===== src/sv/byte_range_lock_table_assert.svh =====
// Assertion macros shared by the lock table RTL.
`ifndef BYTE_RANGE_LOCK_TABLE_ASSERT_SVH
`define BYTE_RANGE_LOCK_TABLE_ASSERT_SVH

// Same-cycle implication, sampled on clk, off during reset.
`define BLRT_ASSERT_NOW(lbl, ante, cons, msg) \
  lbl: assert property (@(posedge clk) disable iff (!rst_n) (ante) |-> (cons)) \
    else $error(msg);

// Next-cycle implication, sampled on clk, off during reset.
`define BLRT_ASSERT_NEXT(lbl, ante, cons, msg) \
  lbl: assert property (@(posedge clk) disable iff (!rst_n) (ante) |=> (cons)) \
    else $error(msg);

`endif


===== src/sv/blrt_pkg.sv =====
// Types and constants of the byte-range lock table.
`default_nettype none

package blrt_pkg;

  localparam int CHANNEL_W = 5;

  typedef enum logic [1:0] {
    REQ_LOCK    = 2'd0,
    REQ_UNLOCK  = 2'd1,
    REQ_CHECK   = 2'd2,
    REQ_RELEASE = 2'd3
  } blrt_req_t;

  typedef enum logic [2:0] {
    STAT_OK          = 3'd0,
    STAT_BAD_CHANNEL = 3'd1,
    STAT_OVERLAP     = 3'd2,
    STAT_FULL        = 3'd3,
    STAT_NOT_FOUND   = 3'd4
  } blrt_status_t;

  typedef enum logic [1:0] {
    ST_IDLE,
    ST_SCAN,
    ST_FILL,
    ST_DONE
  } blrt_state_t;

  // Per-entry compare flags from the match unit.
  typedef struct packed {
    logic conflict;
    logic exact;
    logic owned;
    logic free;
  } blrt_match_t;

endpackage

`default_nettype wire


===== src/sv/blrt_match.sv =====
// Compare one stored lock entry against the pending request.
`default_nettype none

module blrt_match #(
  parameter int FILE_ID_BITS = 8,
  parameter int RANGE_BITS   = 32
) (
  input  wire logic [blrt_pkg::CHANNEL_W-1:0] req_channel,
  input  wire logic [FILE_ID_BITS-1:0]        req_file,
  input  wire logic [RANGE_BITS-1:0]          req_first,
  input  wire logic [RANGE_BITS-1:0]          req_last,
  input  wire logic                           ent_valid,
  input  wire logic [blrt_pkg::CHANNEL_W-1:0] ent_channel,
  input  wire logic [FILE_ID_BITS-1:0]        ent_file,
  input  wire logic [RANGE_BITS-1:0]          ent_first,
  input  wire logic [RANGE_BITS-1:0]          ent_last,
  output blrt_pkg::blrt_match_t               match
);
  import blrt_pkg::*;

  logic same_ch;
  logic disjoint;

  assign same_ch  = (ent_channel == req_channel);
  // Ranges are disjoint when one ends before the other starts.
  assign disjoint = (req_last < ent_first) || (req_first > ent_last);

  always_comb begin
    match.conflict = ent_valid && !same_ch && (ent_file == req_file) && !disjoint;
    match.exact    = ent_valid && same_ch && (ent_first == req_first) &&
                     (ent_last == req_last);
    match.owned    = ent_valid && same_ch;
    match.free     = !ent_valid;
  end

endmodule

`default_nettype wire


===== config.mk =====
export PLATFORM = sky130hd
export DESIGN_NAME = blrt_match
export DESIGN_NICKNAME = d
export VERILOG_FILES = /design/src/sv/byte_range_lock_table_assert.svh /design/src/sv/blrt_pkg.sv /design/src/sv/blrt_match.sv
export SDC_FILE = /design/constraint.sdc
export NUM_CORES = 1
export LEC_CHECK = 0
export BUFFER_PORTS_ARGS = -buffer_cell sky130_fd_sc_hd__buf_4
export CAP_MARGIN = 20
export CORE_ASPECT_RATIO = 0.9
export CORE_MARGIN = 8
export CORE_UTILIZATION = 45
export DETAILED_ROUTE_END_ITERATION = 7
export PLACE_DENSITY = 0.85
export SYNTH_ARGS = -nofsm -noshare
export SYNTH_HDL_FRONTEND = slang
export SYNTH_SLANG_ARGS = --single-unit

===== constraint.sdc =====
create_clock -name vclk -period 2.05
set_clock_uncertainty 0.05 [all_clocks]
set_input_delay 0.1025 -clock vclk [all_inputs]
set_output_delay 0.1025 -clock vclk [all_outputs]
set_load 0.005 [all_outputs]

==> flow_metrics.env, run 1 <==
export IMPL_antenna_found_initial=0
export IMPL_cts_hold_buf=0
export IMPL_max_clock_freq_ghz=0.521
export IMPL_dr_pass1_iters=5
export IMPL_io_buffers=159
export IMPL_drv_slew=0
export IMPL_outcome="finished, final reports clean"
export IMPL_grt_overflow=0
export IMPL_io_pin_count=159
export IMPL_fin_nets=707
export IMPL_synth_most_common_cell="inv_1"
export IMPL_rsz0062_at_grt="false"
export IMPL_track_usage_pct=22.6
export IMPL_syn_nets=545
export IMPL_finalCritPeriodShare_pct=93.7
export IMPL_finalHoldViolCount=0
export IMPL_min_period_ns=1.92
export IMPL_dieArea_mm2=0.00809
export IMPL_num_vias=2954
export IMPL_final_util_pct=71.2
export IMPL_seq_cells=0
export IMPL_worst_setup_path_end_kind="output pin"
export IMPL_grt_pass1_vias=3269
export IMPL_initial_core_util_pct=46.8
export IMPL_netlist_top_cells_area="ha_1, xor2_1, xnor2_1"
export IMPL_power_frac_seq_pct=0
export IMPL_p_sw_share_pct=45.9
export IMPL_cap_violations=0
export IMPL_num_antenna_cells=0
export IMPL_setup_viol=0
export IMPL_post_cts_buffers=0
export IMPL_drt_wirelength_per_cell_um=17.3
export IMPL_critPathMaxFanout=2
export IMPL_p_int_uw=408
export IMPL_ant_nets=0
export IMPL_synth_top_area_cell="ha_1"
export IMPL_totalPowerFinal_uw=754
export IMPL_drcViolationCount=0
export IMPL_rows=25
export IMPL_yosys_warnings=0
export IMPL_vdd_drop_max_uv=137
export IMPL_yosysSeqAreaShare_pct=0
export IMPL_fill_cells=436
export IMPL_synth_common_cells="inv_1, ha_1, xor2_1"
export IMPL_syn_inst=327
export IMPL_dieHeight_um=86.1
export IMPL_drive_gt1_share_pct=33.7
export IMPL_finalSetupTns_ns=0
export IMPL_synth_top_cell_area_share_pct=32.1
export IMPL_maxSlewHeadroom_pct=68.7
export IMPL_cp_required_ns=1.90
export IMPL_vias_per_cell=5.33
export IMPL_syn_mean_instance_area_um2=7.52
export IMPL_totalWireLength_um=9590
export IMPL_place_gp_congestion=0.937
export IMPL_worstMarginPinSlew_ns=0.465
export IMPL_drt_iter0_markers=73
export IMPL_clock_buffers=0
export IMPL_p_switching_uw=346
export IMPL_die_w_um=93.9
export IMPL_p_leak_nw=2.04
export IMPL_area_growth_pct=52.3
export IMPL_grt_max_degree=5
export IMPL_hold_class="input pin to output pin"
export IMPL_regArea_um2=0
export IMPL_combPwrFrac_pct=100.0
export IMPL_startpoint_type="input pin"
export IMPL_clkPwrFrac_pct=0
export IMPL_grt_pass1_wl_um=15000
export IMPL_syn_area_mm2=0.00246
export IMPL_ys_types=31
export IMPL_ctsResizeCount=0
export IMPL_arrival_ns=1.77
export IMPL_power_density_mw_per_mm2=201
export IMPL_hpwl_um=9010
export IMPL_core_area_mm2=0.00526
export IMPL_crit_type="input pin to output pin"
[metal layers]
layer,wire length (µm),part of all wire [%],track usage (%),vias up
met5,0,0,0,-
met4,97,1.0,2.45,0
met3,864,9.0,4.89,6
met2,4780,50,42.0,128
met1,3840,40,26.2,1356
li1,-,-,-,1464
[worst max-delay path, stage by stage]
cell       delay (ns)
buf_4            0.12
ha_1             0.30
nor2b_1          0.14
o211ai_1         0.15
a2111oi_0        0.13
a221o_1          0.28
o311ai_1         0.23
o2111a_1         0.22
buf_4            0.11
[stage by stage]
stage / worst slack [ns] / std cells / hold slack (ns) / cell area (µm²)
2_1_floorplan: 0.445 / 327 / 0.197 / 2460
3_3_place_gp: 0.159 / 554 / 0.411 / 3740
3_5_place_dp: 0.125 / 554 / 0.424 / 3740
4_1_cts: 0.122 / 554 / 0.424 / 3740
5_1_grt: 0.0331 / 554 / 0.440 / 3740
6_report: 0.129 / 554 / 0.422 / 3740
[logic make-up after synthesis]
logic type / share of synthesized area, %
AND/OR/NAND/NOR: 16.4
XOR/XNOR: 27.4
adder cells (fa/ha/maj): 32.1
buffers and inverters: 9.92
AO/OA/AOI/OAI: 14.1
[worst paths after layout]
kind | to | from | cells after the start | slack (ns)
setup / recovery | match[3] | req_first[1] | 9 | 0.13
hold / removal | match[0] | ent_valid | 3 | 0.42
[power groups by stage]
stage               Sequential [mW]  Combinational, mW  Clock [mW]
CTS                               0              0.750           0
detailed placement                0              0.744           0
floorplan                         0              0.346           0
global route                      0              0.832           0
finish                            0              0.754           0
global placement                  0              0.723           0
[placed cells by master, fill, tap and decap left out, types with 3 or more instances in the layout]
cell type,instances
nor3_1,4
xor2_1,39
a21oi_1,26
nor2b_1,3
o21ai_0,8
buf_4,160
nor4_1,15
a21o_1,5
nand2_1,11
nor2_1,4
inv_1,65
nand4_1,21
nand3_1,8
xnor2_1,38
ha_1,63
[area by class of cell]
class | instances | area, µm² | area share (%)
timing repair buffer | 160 | 1200 | 32.1
multi-input combinational | 262 | 2210 | 59.2
inverter | 65 | 244 | 6.52
tap | 67 | 83.8 | 2.24
(Power assumes the default switching activity.)
==> run 2: changes to the inputs <==
--- a/config.mk
+++ b/config.mk
@@ -11,7 +11,7 @@
 export CORE_MARGIN = 8
 export CORE_UTILIZATION = 45
 export DETAILED_ROUTE_END_ITERATION = 7
-export PLACE_DENSITY = 0.85
+export PLACE_DENSITY = 0.94
 export SYNTH_ARGS = -nofsm -noshare
 export SYNTH_HDL_FRONTEND = slang
 export SYNTH_SLANG_ARGS = --single-unit
==> run 2 against run 1 <==
Effect of this change: wire length grew 3.9%; highest routed layer unchanged; largest cell class unchanged; fmax shrank 1.6%; critical path depth unchanged; sequential share of layout area stayed put; non-clock buffer count shrank 1; combinational power grew 0.8%; final cell count decreased by 0.18%.
==> flow_metrics.env, run 2 (same netlist as run 1, synthesis figures left out) <==
export IMPL_startpoint_type="input pin"
export IMPL_antenna_found_initial=0
export IMPL_clock_buffers=0
export IMPL_grt_pass1_vias=3233
export IMPL_cts_hold_buf=0
export IMPL_dieArea_mm2=0.00809
export IMPL_hold_class="input pin to output pin"
export IMPL_io_pin_count=159
export IMPL_track_usage_pct=23.5
export IMPL_grt_overflow=0
export IMPL_place_gp_congestion=0.956
export IMPL_critPathMaxFanout=2
export IMPL_setup_viol=0
export IMPL_rsz0062_at_grt="false"
export IMPL_finalSetupTns_ns=0
export IMPL_rows=25
export IMPL_finalNonFillerCells=553
export IMPL_io_buffers=159
export IMPL_num_vias=2948
export IMPL_power_density_mw_per_mm2=203
export IMPL_hpwl_um=9330
export IMPL_vias_per_cell=5.33
export IMPL_core_area_mm2=0.00526
export IMPL_fin_nets=706
export IMPL_ant_nets=0
export IMPL_finalCritPeriodShare_pct=95.2
export IMPL_die_w_um=93.9
export IMPL_final_cell_mix="buf_4, inv_1, ha_1"
export IMPL_drive_gt1_share_pct=33.7
export IMPL_multi_input_area_mm2=0.00222
export IMPL_crit_type="input pin to output pin"
export IMPL_grt_max_degree=5
export IMPL_finalHoldViolCount=0
export IMPL_maxSlewHeadroom_pct=61.7
export IMPL_totalWireLength_um=9960
export IMPL_drt_wirelength_per_cell_um=18.0
export IMPL_worstMarginPinSlew_ns=0.569
export IMPL_min_period_ns=1.95
export IMPL_area_growth_pct=52.2
export IMPL_regArea_um2=0
export IMPL_initial_core_util_pct=46.8
export IMPL_vdd_drop_max_uv=115
export IMPL_drcViolationCount=0
export IMPL_num_antenna_cells=0
export IMPL_drt_iter0_markers=108
export IMPL_cap_violations=0
export IMPL_final_common_cell="buf_4"
export IMPL_drv_slew=0
export IMPL_grt_pass1_wl_um=15300
export IMPL_dr_pass1_iters=4
export IMPL_worst_setup_path_end_kind="output pin"
export IMPL_seq_cells=0
export IMPL_outcome="finished, final reports clean"
export IMPL_p_leak_nw=2.04
export IMPL_dieHeight_um=86.1
export IMPL_fill_cells=412
export IMPL_arrival_ns=1.80
export IMPL_max_clock_freq_ghz=0.513
export IMPL_dp_cells=553
export IMPL_cp_required_ns=1.90
export IMPL_final_util_pct=71.2
## run 2: where the power goes
| part | total [mW] | switching, mW | internal (mW) |
|---|---|---|---|
| combinational | 0.760 | 0.353 | 0.408 |
| clock | 0 | 0 | 0 |
| sequential | 0 | 0 | 0 |
| total | 0.760 | 0.353 | 0.408 |
## run 2: path summary, 6_finish.rpt
path	start	end	slack, ns	cells past startpoint
worst min-delay path	ent_valid	match[0]	0.42	3
worst max-delay path	req_first[1]	match[3]	0.1	9
## run 2: worst max-delay path, stage by stage
cell	delay [ns]
buf_4	0.12
ha_1	0.29
nor2b_1	0.13
o211ai_1	0.21
a2111oi_2	0.11
a221o_1	0.27
o311ai_1	0.23
o2111a_1	0.22
buf_4	0.12
## run 2: metal layers
metal  GRT usage [%]  share of wire, %  vias to the layer above
met3            4.19               8.7                       14
met2            45.6                52                      140
met1            25.7                37                     1332
met5               0                 0                        -
li1                -                 -                     1462
met4            3.45               1.6                        0
## run 2: final cells by class
type,count,share of cell area (%)
well taps,67,2.24
multi-input cells,262,59.3
inverters,65,6.52
repair buffers,159,31.9
## run 2: stage by stage
stage          setup WS [ns]  hold WS, ns  power (mW)  area (µm²)
2_1_floorplan          0.445        0.197       0.346        2460
3_3_place_gp           0.160        0.411       0.721        3740
3_5_place_dp          0.0988        0.421       0.747        3740
4_1_cts               0.0977        0.422       0.752        3740
5_1_grt               0.0105        0.435       0.836        3740
6_report              0.0988        0.421       0.760        3740
## run 2: timing repair
item | in CTS | in global routing
resized for setup | 0 | 2
setup buffers | 0 | 0
hold endpoints to repair | 0 | 0
endpoints found under the setup margin | 0 | 1
==> run 3: changes to the inputs <==
--- a/config.mk
+++ b/config.mk
@@ -5,13 +5,13 @@
 export SDC_FILE = /design/constraint.sdc
 export NUM_CORES = 1
 export LEC_CHECK = 0
-export BUFFER_PORTS_ARGS = -buffer_cell sky130_fd_sc_hd__buf_4
 export CAP_MARGIN = 20
 export CORE_ASPECT_RATIO = 0.9
 export CORE_MARGIN = 8
-export CORE_UTILIZATION = 45
+export CORE_UTILIZATION = 50
 export DETAILED_ROUTE_END_ITERATION = 7
-export PLACE_DENSITY = 0.94
+export DONT_BUFFER_PORTS = 1
+export PLACE_DENSITY = 0.74
 export SYNTH_ARGS = -nofsm -noshare
 export SYNTH_HDL_FRONTEND = slang
 export SYNTH_SLANG_ARGS = --single-unit
==> run 3 against run 2 <==
Effect of this change: sequential share of layout area is the same; first-iteration DRC count decreased by 56%; via count is 24% lower; combinational power decreased by 41%; largest power group unchanged; clock-buffer cell count unchanged; fmax increased by 8.0%.
==> flow_metrics.env, run 3 (same netlist as run 1, synthesis figures left out) <==
export IMPL_power_density_mw_per_mm2=175
export IMPL_design_area_mm2=0.00254
export IMPL_cts_hold_buf=0
export IMPL_dr_pass1_iters=4
export IMPL_maxSlewHeadroom_pct=54.0
export IMPL_p_switching_uw=224
export IMPL_totalWireLength_um=8180
export IMPL_post_cts_buffers=0
export IMPL_finalSetupTns_ns=0
export IMPL_fill_cells=500
export IMPL_initial_core_util_pct=51.2
export IMPL_cpMaxStageDelayCell="o311ai_1"
export IMPL_vdd_drop_max_uv=78.9
export IMPL_die_w_um=89.9
export IMPL_use_met3_pct=9.39
export IMPL_p_leak_nw=1.27
export IMPL_drcViolationCount=0
export IMPL_clkPwrFrac_pct=0
export IMPL_dieArea_mm2=0.00742
export IMPL_clock_buffers=0
export IMPL_arrival_ns=1.65
export IMPL_hpwl_um=7870
export IMPL_regArea_um2=0
export IMPL_final_common_cell="inv_1"
export IMPL_grt_util_met2_pct=38.9
export IMPL_finalCritPeriodShare_pct=88.1
export IMPL_min_period_ns=1.81
export IMPL_drv_slew=0
export IMPL_place_area_mm2=0.00254
export IMPL_antenna_found_initial=0
export IMPL_outcome="finished, final reports clean"
export IMPL_grt_overflow=0
export IMPL_finalHoldViolCount=0
export IMPL_setup_viol=0
export IMPL_place_gp_congestion=0.854
export IMPL_drive_gt1_share_pct=1.22
export IMPL_rows=24
export IMPL_worst_setup_path_end_kind="output pin"
export IMPL_final_cell_mix="inv_1, ha_1, xor2_1"
export IMPL_p_int_uw=222
export IMPL_critPathMaxFanout=2
export IMPL_num_vias=2238
export IMPL_hold_class="input pin to output pin"
export IMPL_fin_nets=547
export IMPL_met1_usage_pct=22.0
export IMPL_cap_violations=0
export IMPL_num_antenna_cells=0
export IMPL_dieHeight_um=82.5
export IMPL_area_growth_pct=3.31
export IMPL_drt_wirelength_per_cell_um=20.9
export IMPL_totalPowerFinal_uw=445
export IMPL_ctsResizeCount=0
export IMPL_seq_cells=0
export IMPL_core_area_mm2=0.00480
export IMPL_combPwrFrac_pct=100.0
export IMPL_startpoint_type="input pin"
export IMPL_top_usage_layer="met2"
export IMPL_cp_required_ns=1.90
export IMPL_ant_nets=0
export IMPL_grt_pass1_vias=2435
export IMPL_power_frac_seq_pct=0
export IMPL_p_sw_share_pct=50.2
export IMPL_io_pin_count=159
export IMPL_max_clock_freq_ghz=0.553
export IMPL_grt_pass1_wl_um=12300
export IMPL_whs_ns=0.213
export IMPL_worstMarginPinSlew_ns=0.684
export IMPL_max_stage_delay_ns=0.29
export IMPL_multi_input_area_mm2=0.00221
export IMPL_vias_per_cell=5.71
export IMPL_track_usage_pct=20.7
export IMPL_hold_path_depth=1
export IMPL_io_buffers=0
export IMPL_cp_cell_sequence="inv_1 > ha_1 > nor2b_1 > o211ai_1 > a2111oi_0 > a221o_1 > o311ai_1 > o2111a_1"
export IMPL_rsz0062_at_grt="false"
export IMPL_drt_iter0_markers=48
export IMPL_crit_type="input pin to output pin"
export IMPL_grt_max_degree=5
## run 3: critical path, delay by kind of cell
| kind | cells | cell delay [ns] |
|---|---|---|
| compound gates | 5 | 1.11 |
| buf+inv | 1 | 0.02 |
| fa+ha+maj | 1 | 0.28 |
| simple gates | 1 | 0.13 |
## run 3: metal layers
layer,vias to the layer above,part of all wire (%)
met3,5,13
met5,-,0
li1,1145,-
met2,83,48
met1,1005,37
met4,0,0.88
## run 3: power groups by stage
stage / clock, mW / combinational, mW / sequential (mW)
after global routing: 0 / 0.509 / 0
after detailed placement: 0 / 0.443 / 0
after CTS: 0 / 0.448 / 0
final: 0 / 0.445 / 0
after global placement: 0 / 0.433 / 0
after floorplan: 0 / 0.346 / 0
## run 3: final timing paths
check             slack [ns]   startpoint       end
setup / recovery        0.24  ent_last[1]  match[3]
hold / removal          0.21    ent_valid  match[0]
## run 3: final cells by class
class	count	area share (%)
multi-input cells	262	87.2
well taps	65	3.20
inverters	65	9.61
## run 3: per-stage QoR
step,instances,utilization [%],setup slack [ns]
after floorplan,327,-,0.445
after global placement,392,52.9,0.295
after detailed placement,392,52.9,0.223
after CTS,392,52.9,0.226
after global routing,392,52.9,0.136
final,392,52.9,0.243
